**src/hdl/tdp_pkg.sv**
```systemverilog
`default_nettype none
package tdp_pkg;

  // Operand width; bit DATA_WIDTH-1 is the sign
  localparam int DATA_WIDTH = 32;
  localparam int CNT_W      = $clog2(DATA_WIDTH);
  localparam int SQ_W       = DATA_WIDTH + 1;

  typedef logic signed [DATA_WIDTH-1:0] value_t;
  typedef logic [DATA_WIDTH-1:0]        word_t;
  typedef logic [SQ_W-1:0]              square_t;

  // First odd trial divisor and its square
  localparam word_t   FIRST_DIV = word_t'(3);
  localparam square_t FIRST_SQ  = square_t'(9);
  localparam word_t   ONE_W     = word_t'(1);
  localparam word_t   TWO_W     = word_t'(2);
  localparam square_t FOUR_SQ   = square_t'(4);

  typedef enum logic [1:0] {
    ST_IDLE,
    ST_TEST,
    ST_DIV,
    ST_DONE
  } tdp_state_t;

  // Request to the serial remainder unit
  typedef struct packed {
    logic  start;
    word_t dividend;
    word_t divisor;
  } tdp_div_req_t;

  // Response from the serial remainder unit
  typedef struct packed {
    logic done;
    logic rem_zero;
  } tdp_div_rsp_t;

endpackage
`default_nettype wire

```
**src/hdl/tdp_ifs.sv**
```systemverilog
`default_nettype none
// Operand channel
interface tdp_query_if;
  logic              valid;
  logic              ready;
  tdp_pkg::value_t   value;

  modport source (output valid, output value, input ready);
  modport sink   (input valid, input value, output ready);
endinterface

// Verdict channel
interface tdp_reply_if;
  logic valid;
  logic ready;
  logic is_prime;

  modport source (output valid, output is_prime, input ready);
  modport sink   (input valid, input is_prime, output ready);
endinterface
`default_nettype wire

```
**src/hdl/trial_division_prime_test_top.sv**
```systemverilog
`default_nettype none
// Trial-division primality tester.
// query (sink): one signed DATA_WIDTH-bit value per transaction.
// reply (source): one is_prime bit per query, in order.
// Negative values, 0 and 1 are not prime, 2 is prime, other even values
// are not prime. Odd values are tried against divisors 3, 5, 7, ... while
// the divisor squared does not exceed the value; the square is kept
// incrementally, the remainder comes from a bit-serial divider.
// Trivial cases pass from accept through ST_DONE into the reply register.
// Each trial divisor costs one bound check plus a pass of the serial
// divider, one dividend bit per cycle, and its done strobe. One value is
// worked on at a time; the next query can be taken in the cycle after the
// verdict enters the output register.
// The verdict sits in an output register, so the next query is taken while
// a reply waits; if reply stalls, the following verdict waits until the
// register frees, and query stays not ready meanwhile.
// Reset (synchronous, active high) drops all work and any pending reply.
module trial_division_prime_test_top (
  input wire logic    clk,
  input wire logic    rst,
  tdp_query_if.sink   query,
  tdp_reply_if.source reply
);
  import tdp_pkg::*;

  tdp_state_t   state;
  tdp_state_t   state_next;
  word_t        n;
  word_t        d;
  square_t      sq;
  logic         verdict;
  logic         out_valid;
  logic         out_prime;

  tdp_div_req_t div_req;
  tdp_div_rsp_t div_rsp;

  // Classification of the incoming value
  word_t raw;
  logic  is_neg;
  logic  is_two;
  logic  is_trivial;
  logic  bound_hit;

  // Control strobes
  logic take;
  logic start_div;
  logic found_prime;
  logic found_comp;
  logic step_d;
  logic push_out;

  always_comb begin
    raw        = word_t'(query.value);
    is_neg     = raw[DATA_WIDTH-1];
    is_two     = (raw == TWO_W);
    is_trivial = is_neg || (raw <= ONE_W) || !raw[0];
    bound_hit  = (sq > {1'b0, n});
  end

  // Next state
  always_comb begin
    state_next = state;
    case (state)
      ST_IDLE: begin
        if (query.valid) begin
          state_next = is_trivial ? ST_DONE : ST_TEST;
        end
      end
      ST_TEST: begin
        state_next = bound_hit ? ST_DONE : ST_DIV;
      end
      ST_DIV: begin
        if (div_rsp.done) begin
          state_next = div_rsp.rem_zero ? ST_DONE : ST_TEST;
        end
      end
      ST_DONE: begin
        if (!out_valid || reply.ready) begin
          state_next = ST_IDLE;
        end
      end
      default: state_next = ST_IDLE;
    endcase
  end

  // Outputs of the sequencer
  always_comb begin
    query.ready = 1'b0;
    take        = 1'b0;
    start_div   = 1'b0;
    found_prime = 1'b0;
    found_comp  = 1'b0;
    step_d      = 1'b0;
    push_out    = 1'b0;
    case (state)
      ST_IDLE: begin
        query.ready = 1'b1;
        take        = query.valid;
      end
      ST_TEST: begin
        found_prime = bound_hit;
        start_div   = !bound_hit;
      end
      ST_DIV: begin
        found_comp = div_rsp.done && div_rsp.rem_zero;
        step_d     = div_rsp.done && !div_rsp.rem_zero;
      end
      ST_DONE: begin
        push_out = !out_valid || reply.ready;
      end
      default: ;
    endcase
  end

  always_ff @(posedge clk) begin
    if (rst) begin
      state <= ST_IDLE;
    end else begin
      state <= state_next;
    end
  end

  // Operand, trial divisor and its running square
  always_ff @(posedge clk) begin
    if (take) begin
      n       <= raw;
      d       <= FIRST_DIV;
      sq      <= FIRST_SQ;
      verdict <= is_two;
    end else begin
      if (step_d) begin
        d  <= d + TWO_W;
        sq <= sq + ({1'b0, d} << 2) + FOUR_SQ;
      end
      if (found_prime) begin
        verdict <= 1'b1;
      end else if (found_comp) begin
        verdict <= 1'b0;
      end
    end
  end

  assign div_req.start    = start_div;
  assign div_req.dividend = n;
  assign div_req.divisor  = d;

  tdp_divider u_div (
    .clk (clk),
    .rst (rst),
    .req (div_req),
    .rsp (div_rsp)
  );

  // Reply register
  always_ff @(posedge clk) begin
    if (rst) begin
      out_valid <= 1'b0;
    end else if (push_out) begin
      out_valid <= 1'b1;
    end else if (reply.ready) begin
      out_valid <= 1'b0;
    end
  end

  always_ff @(posedge clk) begin
    if (push_out) begin
      out_prime <= verdict;
    end
  end

  assign reply.valid    = out_valid;
  assign reply.is_prime = out_prime;

endmodule
`default_nettype wire

```
**src/hdl/tdp_divider.sv**
```systemverilog
`default_nettype none
// Bit-serial restoring remainder unit: one dividend bit per cycle
module tdp_divider (
  input  wire logic                  clk,
  input  wire logic                  rst,
  input  wire tdp_pkg::tdp_div_req_t req,
  output tdp_pkg::tdp_div_rsp_t      rsp
);
  import tdp_pkg::*;

  logic             busy;
  logic             done;
  logic [CNT_W-1:0] cnt;
  word_t            num_sr;
  word_t            den;
  word_t            rem;

  logic [DATA_WIDTH:0] rem_sh;
  logic [DATA_WIDTH:0] diff;
  logic                ge;
  word_t               rem_next;

  // One restoring step: shift in next dividend bit, subtract if it fits
  always_comb begin
    rem_sh   = {rem, num_sr[DATA_WIDTH-1]};
    diff     = rem_sh - {1'b0, den};
    ge       = (rem_sh >= {1'b0, den});
    rem_next = ge ? diff[DATA_WIDTH-1:0] : rem_sh[DATA_WIDTH-1:0];
  end

  // Control
  always_ff @(posedge clk) begin
    if (rst) begin
      busy <= 1'b0;
      done <= 1'b0;
      cnt  <= '0;
    end else begin
      done <= 1'b0;
      if (req.start) begin
        busy <= 1'b1;
        cnt  <= CNT_W'(DATA_WIDTH - 1);
      end else if (busy) begin
        if (cnt == '0) begin
          busy <= 1'b0;
          done <= 1'b1;
        end else begin
          cnt <= cnt - 1'b1;
        end
      end
    end
  end

  // Datapath
  always_ff @(posedge clk) begin
    if (req.start) begin
      num_sr <= req.dividend;
      den    <= req.divisor;
      rem    <= '0;
    end else if (busy) begin
      num_sr <= {num_sr[DATA_WIDTH-2:0], 1'b0};
      rem    <= rem_next;
    end
  end

  assign rsp.done     = done;
  assign rsp.rem_zero = (rem == '0);

endmodule
`default_nettype wire

```
**src/flat_wrapper.sv**
```systemverilog
// flat-port wrapper written by rule: the top's interface ports become plain ports
module trial_division_prime_test_top_flat import tdp_pkg::*;
  (clk, rst, query_valid, query_value, query_ready, reply_valid, reply_is_prime, reply_ready);
  tdp_query_if query_i ();
  tdp_reply_if reply_i ();
  input wire logic clk;
  input wire logic rst;
  input wire logic [$bits(query_i.valid)-1:0] query_valid;
  input wire logic [$bits(query_i.value)-1:0] query_value;
  output wire logic [$bits(query_i.ready)-1:0] query_ready;
  output wire logic [$bits(reply_i.valid)-1:0] reply_valid;
  output wire logic [$bits(reply_i.is_prime)-1:0] reply_is_prime;
  input wire logic [$bits(reply_i.ready)-1:0] reply_ready;
  assign query_i.valid = query_valid;
  assign query_i.value = query_value;
  assign query_ready = query_i.ready;
  assign reply_valid = reply_i.valid;
  assign reply_is_prime = reply_i.is_prime;
  assign reply_i.ready = reply_ready;
  trial_division_prime_test_top u_core (.clk(clk), .rst(rst), .query(query_i), .reply(reply_i));
endmodule
```
**config.mk**
```make
export PLATFORM = sky130hd
export DESIGN_NAME = trial_division_prime_test_top_flat
export DESIGN_NICKNAME = d
export VERILOG_FILES = /design/src/hdl/tdp_pkg.sv /design/src/hdl/tdp_ifs.sv /design/src/hdl/trial_division_prime_test_top.sv /design/src/hdl/tdp_divider.sv /design/src/flat_wrapper.sv
export SDC_FILE = /design/constraint.sdc
export NUM_CORES = 1
export LEC_CHECK = 0
export ABC_CLOCK_PERIOD_IN_PS = 4300
export BUFFER_PORTS_ARGS = -buffer_cell sky130_fd_sc_hd__buf_4
export CELL_PAD_IN_SITES_DETAIL_PLACEMENT = 1
export CELL_PAD_IN_SITES_GLOBAL_PLACEMENT = 1
export CORE_MARGIN = 2
export CORE_UTILIZATION = 50
export DETAILED_ROUTE_END_ITERATION = 10
export GPL_TIMING_DRIVEN = 0
export PLACE_DENSITY = 0.88
export SLEW_MARGIN = 15
export SYNTH_ARGS = -nofsm -noshare
export SYNTH_HDL_FRONTEND = slang
export SYNTH_SLANG_ARGS = --single-unit
```
**constraint.sdc**
```tcl
create_clock -name clk -period 4.3 [get_ports clk]
set_input_delay 0.43 -clock clk [delete_from_list [all_inputs] [get_ports clk]]
set_output_delay 0.43 -clock clk [all_outputs]
set_load 0.02 [all_outputs]
```
# Word level (Yosys, flattened, before mapping)
# Index checks and enable logic that the tools add are counted.
[totals]
out_inout_bits = 3
elab_cells = 77
regBits = 205
inputBits = 36
[classes]
n_lt_le_gt_ge = 3
bitwise = 1
mux = 29
addsub = 5
reduce_logical = 18
eq_ne = 8
[op_table]
columns = ["operator", "n"]
rows = [
  ["32-bit 2-to-1 mux", 3],
  ["33-bit by 3-bit adder with 33-bit output (second input constant)", 1],
  ["33-bit adder", 1],
  ["33-bit by 32-bit >= comparator with 1-bit output", 1],
  ["33-bit by 32-bit > comparator with 1-bit output", 1],
  ["32-bit by 2-bit adder with 32-bit output (second input constant)", 1],
  ["32-bit by 2-bit == test with 1-bit output (second input constant)", 1],
  ["32-bit by 1-bit less-or-equal comparator with 1-bit output (second input constant)", 1],
  ["32-bit logical NOT", 1],
  ["32-bit subtractor", 1],
  ["1-bit 2-to-1 mux", 17],
  ["5-bit 2-to-1 mux", 3],
  ["2-bit 2-to-1 mux", 5],
  ["2-bit case mux with 4 select lines", 1],
  ["5-bit logical NOT", 1],
  ["5-bit by 1-bit subtractor with 5-bit output (second input constant)", 1],
  ["2-bit == test (second input constant)", 2],
  ["1-bit logical NOT", 4],
  ["2-bit by 1-bit inequality test with 1-bit output (second input constant)", 2],
  ["2-bit inequality test (second input constant)", 2],
  ["2-bit nonzero test", 2],
  ["1-bit logical OR", 3],
  ["3-bit AND reduction", 1],
  ["3-bit nonzero test", 1],
  ["6 further kinds", 7],
]

# Longest topological paths before layout
[logic_depth]
ltp_word = 6
ltp_mapped = 15
depth_no_buf = 15

# Modules after synthesis
# Synthesis repeated with hierarchy kept, for this count alone.
[unflattened]
cells_unflattened = 1277
hier_area_um2 = 12295.5
[by_module_without_submodules]
columns = ["mod", "instances", "seq_area_each_um2", "area_per_inst_um2", "cells_per_inst"]
rows = [
  ["trial_division_prime_test_top", 1, 2302.2, 6291.0, 683],
  ["tdp_divider", 1, 2702.6, 6004.5, 594],
]

# Worst setup path before layout
# Ideal clock, no wire load.
[synth_timing]
kind = "reg-to-reg"
startpoint = "register u_core.n[14]"
endpoint = "register u_core.u_div.den[10], enable pin"
arrival_ns = 2.974
n_path_buf = 2
slack_ns = 0.918
stages_incl_launch_ff = 13
synth_period_minus_slack_ns = 3.382
required_ns = 3.892
path_cell_list = "edfxtp_1 inv_1 ha_1 a21o_1 a21o_1 a21oi_1 o211ai_1 a21o_1 a21oi_1 a31oi_1 nor3b_1 buf_6 clkbuf_1"
[synth_via]
elab_chain_cells = 3
[synth_rtl]
columns = ["element", "line", "text"]
rows = [
  ["start: declaration", "trial_division_prime_test_top.sv:28", "word_t n;"],
  ["start signal: assignment", "trial_division_prime_test_top.sv:127", "n <= raw;"],
  ["33-bit by 32-bit > comparator with 1-bit output", "trial_division_prime_test_top.sv:58", "bound_hit = (sq > {1'b0, n});"],
  ["1-bit logical NOT", "trial_division_prime_test_top.sv:103", "start_div = !bound_hit;"],
  ["1-bit 2-to-1 mux", "trial_division_prime_test_top.sv:96", "case (state)"],
  ["net u_core.start_div", "trial_division_prime_test_top.sv:47", "logic start_div;"],
  ["end signal: assignment", "tdp_divider.sv:57", "den <= req.divisor;"],
  ["end: declaration", "tdp_divider.sv:15", "word_t den;"],
]
# The timed path passes the listed nets, and every way through them passes these cells.
# A chain may end at the register's enable or synchronous reset.

# Worst setup path in the final report
[layout_timing]
startpoint = "register u_core.n[10]"
endpoint = "register u_core.u_div.num_sr[8], enable pin"
[layout_via]
elab_chain_cells = 4
[layout_rtl]
columns = ["element", "line", "text"]
rows = [
  ["33-bit by 32-bit > comparator with 1-bit output", "trial_division_prime_test_top.sv:58", ""],
  ["1-bit logical NOT", "trial_division_prime_test_top.sv:103", ""],
  ["1-bit 2-to-1 mux", "trial_division_prime_test_top.sv:96", ""],
  ["2-bit nonzero test (no source line)", "n/a", ""],
  ["end signal: assignment", "tdp_divider.sv:56", "num_sr <= req.dividend;"],
  ["end signal: assignment", "tdp_divider.sv:60", "num_sr <= {num_sr[DATA_WIDTH-2:0], 1'b0};"],
  ["end: declaration", "tdp_divider.sv:14", "word_t num_sr;"],
]
# Every way passes these cells.

==> qor.csv <==
stage,metric,value,unit
final_layout,layout_common_cells,"121 x ha_1, 107 x a21oi_1, 103 x dfxtp_1",
detailed_routing,final_antenna_net_count,0,
place,portBuffers,37,
synth,ys_ff_latch,200,
clock_network,clock_sinks,200,
floorplan,num_rows,56,
synth,synth_fa_ha_area_frac,0.128,
clock_network,clock-root-buffer,clkbuf_16,
clock_network,clockBufferDepth,2,
synth,ys_seq_area_frac,0.411,
pwr,cellLeakagePower,0.00565,µW
timing,finalSetupViolCount,0,
detailed_routing,dr.pass1.iters,4,
pwr,power_density,518,nW/µm²
synth,synth_edf_count,97,
worst_setup_path,critPathKind,register to register,
grt,grt_max_degree,36,
synth,ys.flop_type,dfxtp_1,
worst_setup_path,crit_arrival,4.08,ns
floorplan,die_w,160,µm
timing,period_needed,3.99,ns
clock_network,path_clk_slew,0.08,ns
worst_setup_path,crit_top_cell,a21o_1,
timing,hold_violations,0,
timing,maxSlewHeadroom,0.513,
final_layout,layout.nets,1462,
floorplan,io_pins,39,
detailed_routing,wire_per_inst,20.5,µm
floorplan,initial_core_util,0.512,
place,hpwl,25200,µm
synth,ys_warn_count,0,
final_layout,drive_gt1_frac,0.119,
flow_run,maxCapViolCount,0,
hold_path,hold_path.class,primary input to register,
floorplan,die_area,25500,µm²
clock_network,cts_tree,built,
clock_network,cts_hold_buf,0,
detailed_routing,viasPerCell,5.93,
timing,worst_pin_slew,0.728,ns
timing,rsz0062_at_grt,no,
synth,synth.distinct_cells,83,
synth,synthCells,1245,
timing,maxSlewViolCount,0,
status,status,"complete, no violations",
worst_setup_path,path_delay_family,compound AO/OA/AOI/OAI gates,
timing,timing.final.crit_share,0.927,
synth,syn_area,12100,µm²
worst_setup_path,cpPeakStageDelay,0.58,ns
pwr,total_power,6930,µW
final_layout,n_antenna_cell,0,
grt,grt_pass1_vias,10500,
synth,synth_top_family_by_area,compound AO/OA/AOI/OAI gates,
worst_setup_path,crit_path_top_delay_cell,clkbuf_1,
detailed_routing,drc,0,
grt,grt_remaining_overflow,0,
pwr,ir_drop,330,µV
worst_setup_path,startpoint_type,register,
clock_network,clock_latency,0.45,ns
final_layout,final_common_cell,ha_1,
worst_setup_path,crit_chain,inv_1 -> ha_1 -> a21o_1 -> a21o_1 -> a21oi_1 -> o211ai_1 -> a21o_1 -> a21oi_1 -> a31oi_1 -> nor3b_1 -> buf_6 -> clkbuf_1 -> or2_4,
final_layout,fillers,2672,
clock_network,cts_buffers,17,
worst_setup_path,cp_max_fo,32,
grt,grt_first_pass_wirelength,54400,µm
grt,gr-usage-all-layers,0.268,
synth,muxShareOfSynthArea,0.0495,
detailed_routing,finalWirelength,33500,µm
worst_setup_path,end_kind,register,
grt,antenna_found_initial,0,
synth,async_flop_share,0,
timing,setup-tns-final,0,ns
timing,fmax,0.251,GHz
synth,synthesis.nets,1404,
place,routabilityCongestion,0.864,
detailed_routing,num_vias,9697,
synth,yosys.area_share.simple,0.144,
synth,syn_avg_cell_area,9.72,µm²
worst_setup_path,path_buf_inv,3,
timing,fin_skew,0.0158,ns
detailed_routing,drt_iter0_drc,502,
final_layout,area_delta_synth_final,10.7,%
clock_network,h-tree-depth,4,
floorplan,core,23600,µm²
floorplan,die_y,160,µm
synth,synth_xor_area_frac,0.0536,
worst_setup_path,worst_ep_required_time,4.39,ns
synth,synth_compound_area_frac,0.162,
## synthesized netlist by cell type (3+ instances only)
master    instances  area, µm²
ha_1            121       1510
a21oi_1         107        536
dfxtp_1         103       2060
nand2_1         102        383
edfxtp_1         97       2910
nor2_1           97        364
inv_1            87        327
o21ai_0          49        245
xnor2_1          41        359
a211oi_1         37        278
xor2_1           33        289
mux2_2           31        349
a21o_1           26        195
nand3_1          26        130
mux2i_1          25        250
clkbuf_1         24       90.1
nor3_1           20        100
nor4_1           18        113
nand4_1          15       93.8
and3_1           12       75.1
o211ai_1         12       90.1
or3_1            11       68.8
nand2b_1         10       62.6
o21bai_1          9       67.6
a31oi_1           8       50.1
nor2b_1           7       43.8
o21a_1            7       52.6
buf_6             6       67.6
o21ba_2           6       60.1
and2_1            5       31.3
buf_2             5       25.0
nor3b_1           5       37.5
and4_1            4       35.0
or2_2             4       25.0
a21boi_0          3       22.5
a21o_2            3       26.3
o22ai_1           3       18.8
o31a_1            3       26.3
## cell type report
class | count | area [µm²] | share of cell area
multi-input combinational | 912 | 6510 | 0.486
tap | 319 | 399 | 0.0298
inverter | 88 | 330 | 0.0247
timing repair buffer | 39 | 318 | 0.0237
clock inverter | 15 | 141 | 0.0106
sequential | 200 | 4970 | 0.372
clock buffer | 17 | 425 | 0.0318
buffer | 45 | 290 | 0.0217
## per-stage QoR
step | std cells | instance area, µm² | util | setup WS [ns] | hold slack (ns)
after floorplan | 1245 | 12100 | - | 0.918 | 0.400
after global placement | 1601 | 12800 | 0.541 | 0.166 | 0.419
after detailed placement | 1603 | 12800 | 0.543 | 0.170 | 0.416
after CTS | 1635 | 13400 | 0.567 | 0.113 | 0.145
after global routing | 1635 | 13400 | 0.567 | 0.186 | 0.152
final | 1635 | 13400 | 0.567 | 0.314 | 0.160
## sequential cells by signal (all words and copies together), names as in the netlist
| name | flops |
|---|---|
| u_core.n | 32 |
| u_core.u_div.num_sr | 32 |
| u_core.u_div.rem | 32 |
| u_core.d | 31 |
| u_core.u_div.den | 31 |
| u_core.sq | 30 |
| u_core.u_div.cnt | 5 |
| u_core.state | 2 |
| u_core.reply.is_prime | 1 |
| u_core.reply.valid | 1 |
| u_core.u_div.busy | 1 |
| u_core.u_div.done | 1 |
| u_core.verdict | 1 |
## cells by family after synthesis
group           after synthesis
fa+ha+maj                   123
buf+inv                     133
compound gates              303
flops                       200
xor+xnor                     74
simple gates                356
mux                          56
## worst paths after layout
path / start / to / slack [ns] / depth (start not counted)
worst max register to register: u_core.n[10] / u_core.u_div.num_sr[8] / 0.31 / 13
worst max-delay path: u_core.n[10] / u_core.u_div.num_sr[8] / 0.31 / 13
worst min-delay path: query_value[26] / u_core.n[26] / 0.16 / 1
worst min register to register: u_core.verdict / u_core.reply.is_prime / 0.44 / 0
## power by group
part / total, µW / switching [µW] / internal, µW / leakage [µW]
logic: 2820 / 1610 / 1210 / 0.00363
clock network: 1590 / 782 / 812 / 0.000272
registers: 2520 / 239 / 2280 / 0.00175
## worst reg2reg max path, delay by kind of cell, from the launching register on
kind	cells	cell delay, ns
flops	1	0.40
simple gates	2	0.83
fa+ha+maj	1	0.24
buf+inv	3	0.86
compound gates	7	1.25
## metal layers
layer / vias to the layer above / share of wire / routed length [µm] / track usage
li1: 4628 / - / - / -
met1: 4787 / 0.42 / 14000 / 0.314
met2: 210 / 0.52 / 17500 / 0.495
met3: 72 / 0.029 / 972 / 0.0326
met4: 0 / 0.032 / 1060 / 0.110
met5: - / 0 / 0 / 0
## what timing repair did
action,4_1_cts,5_1_grt
gates resized for setup,0,1
setup buffers,0,0
setup endpoints to repair,0,32
(Power assumes the default switching activity.)
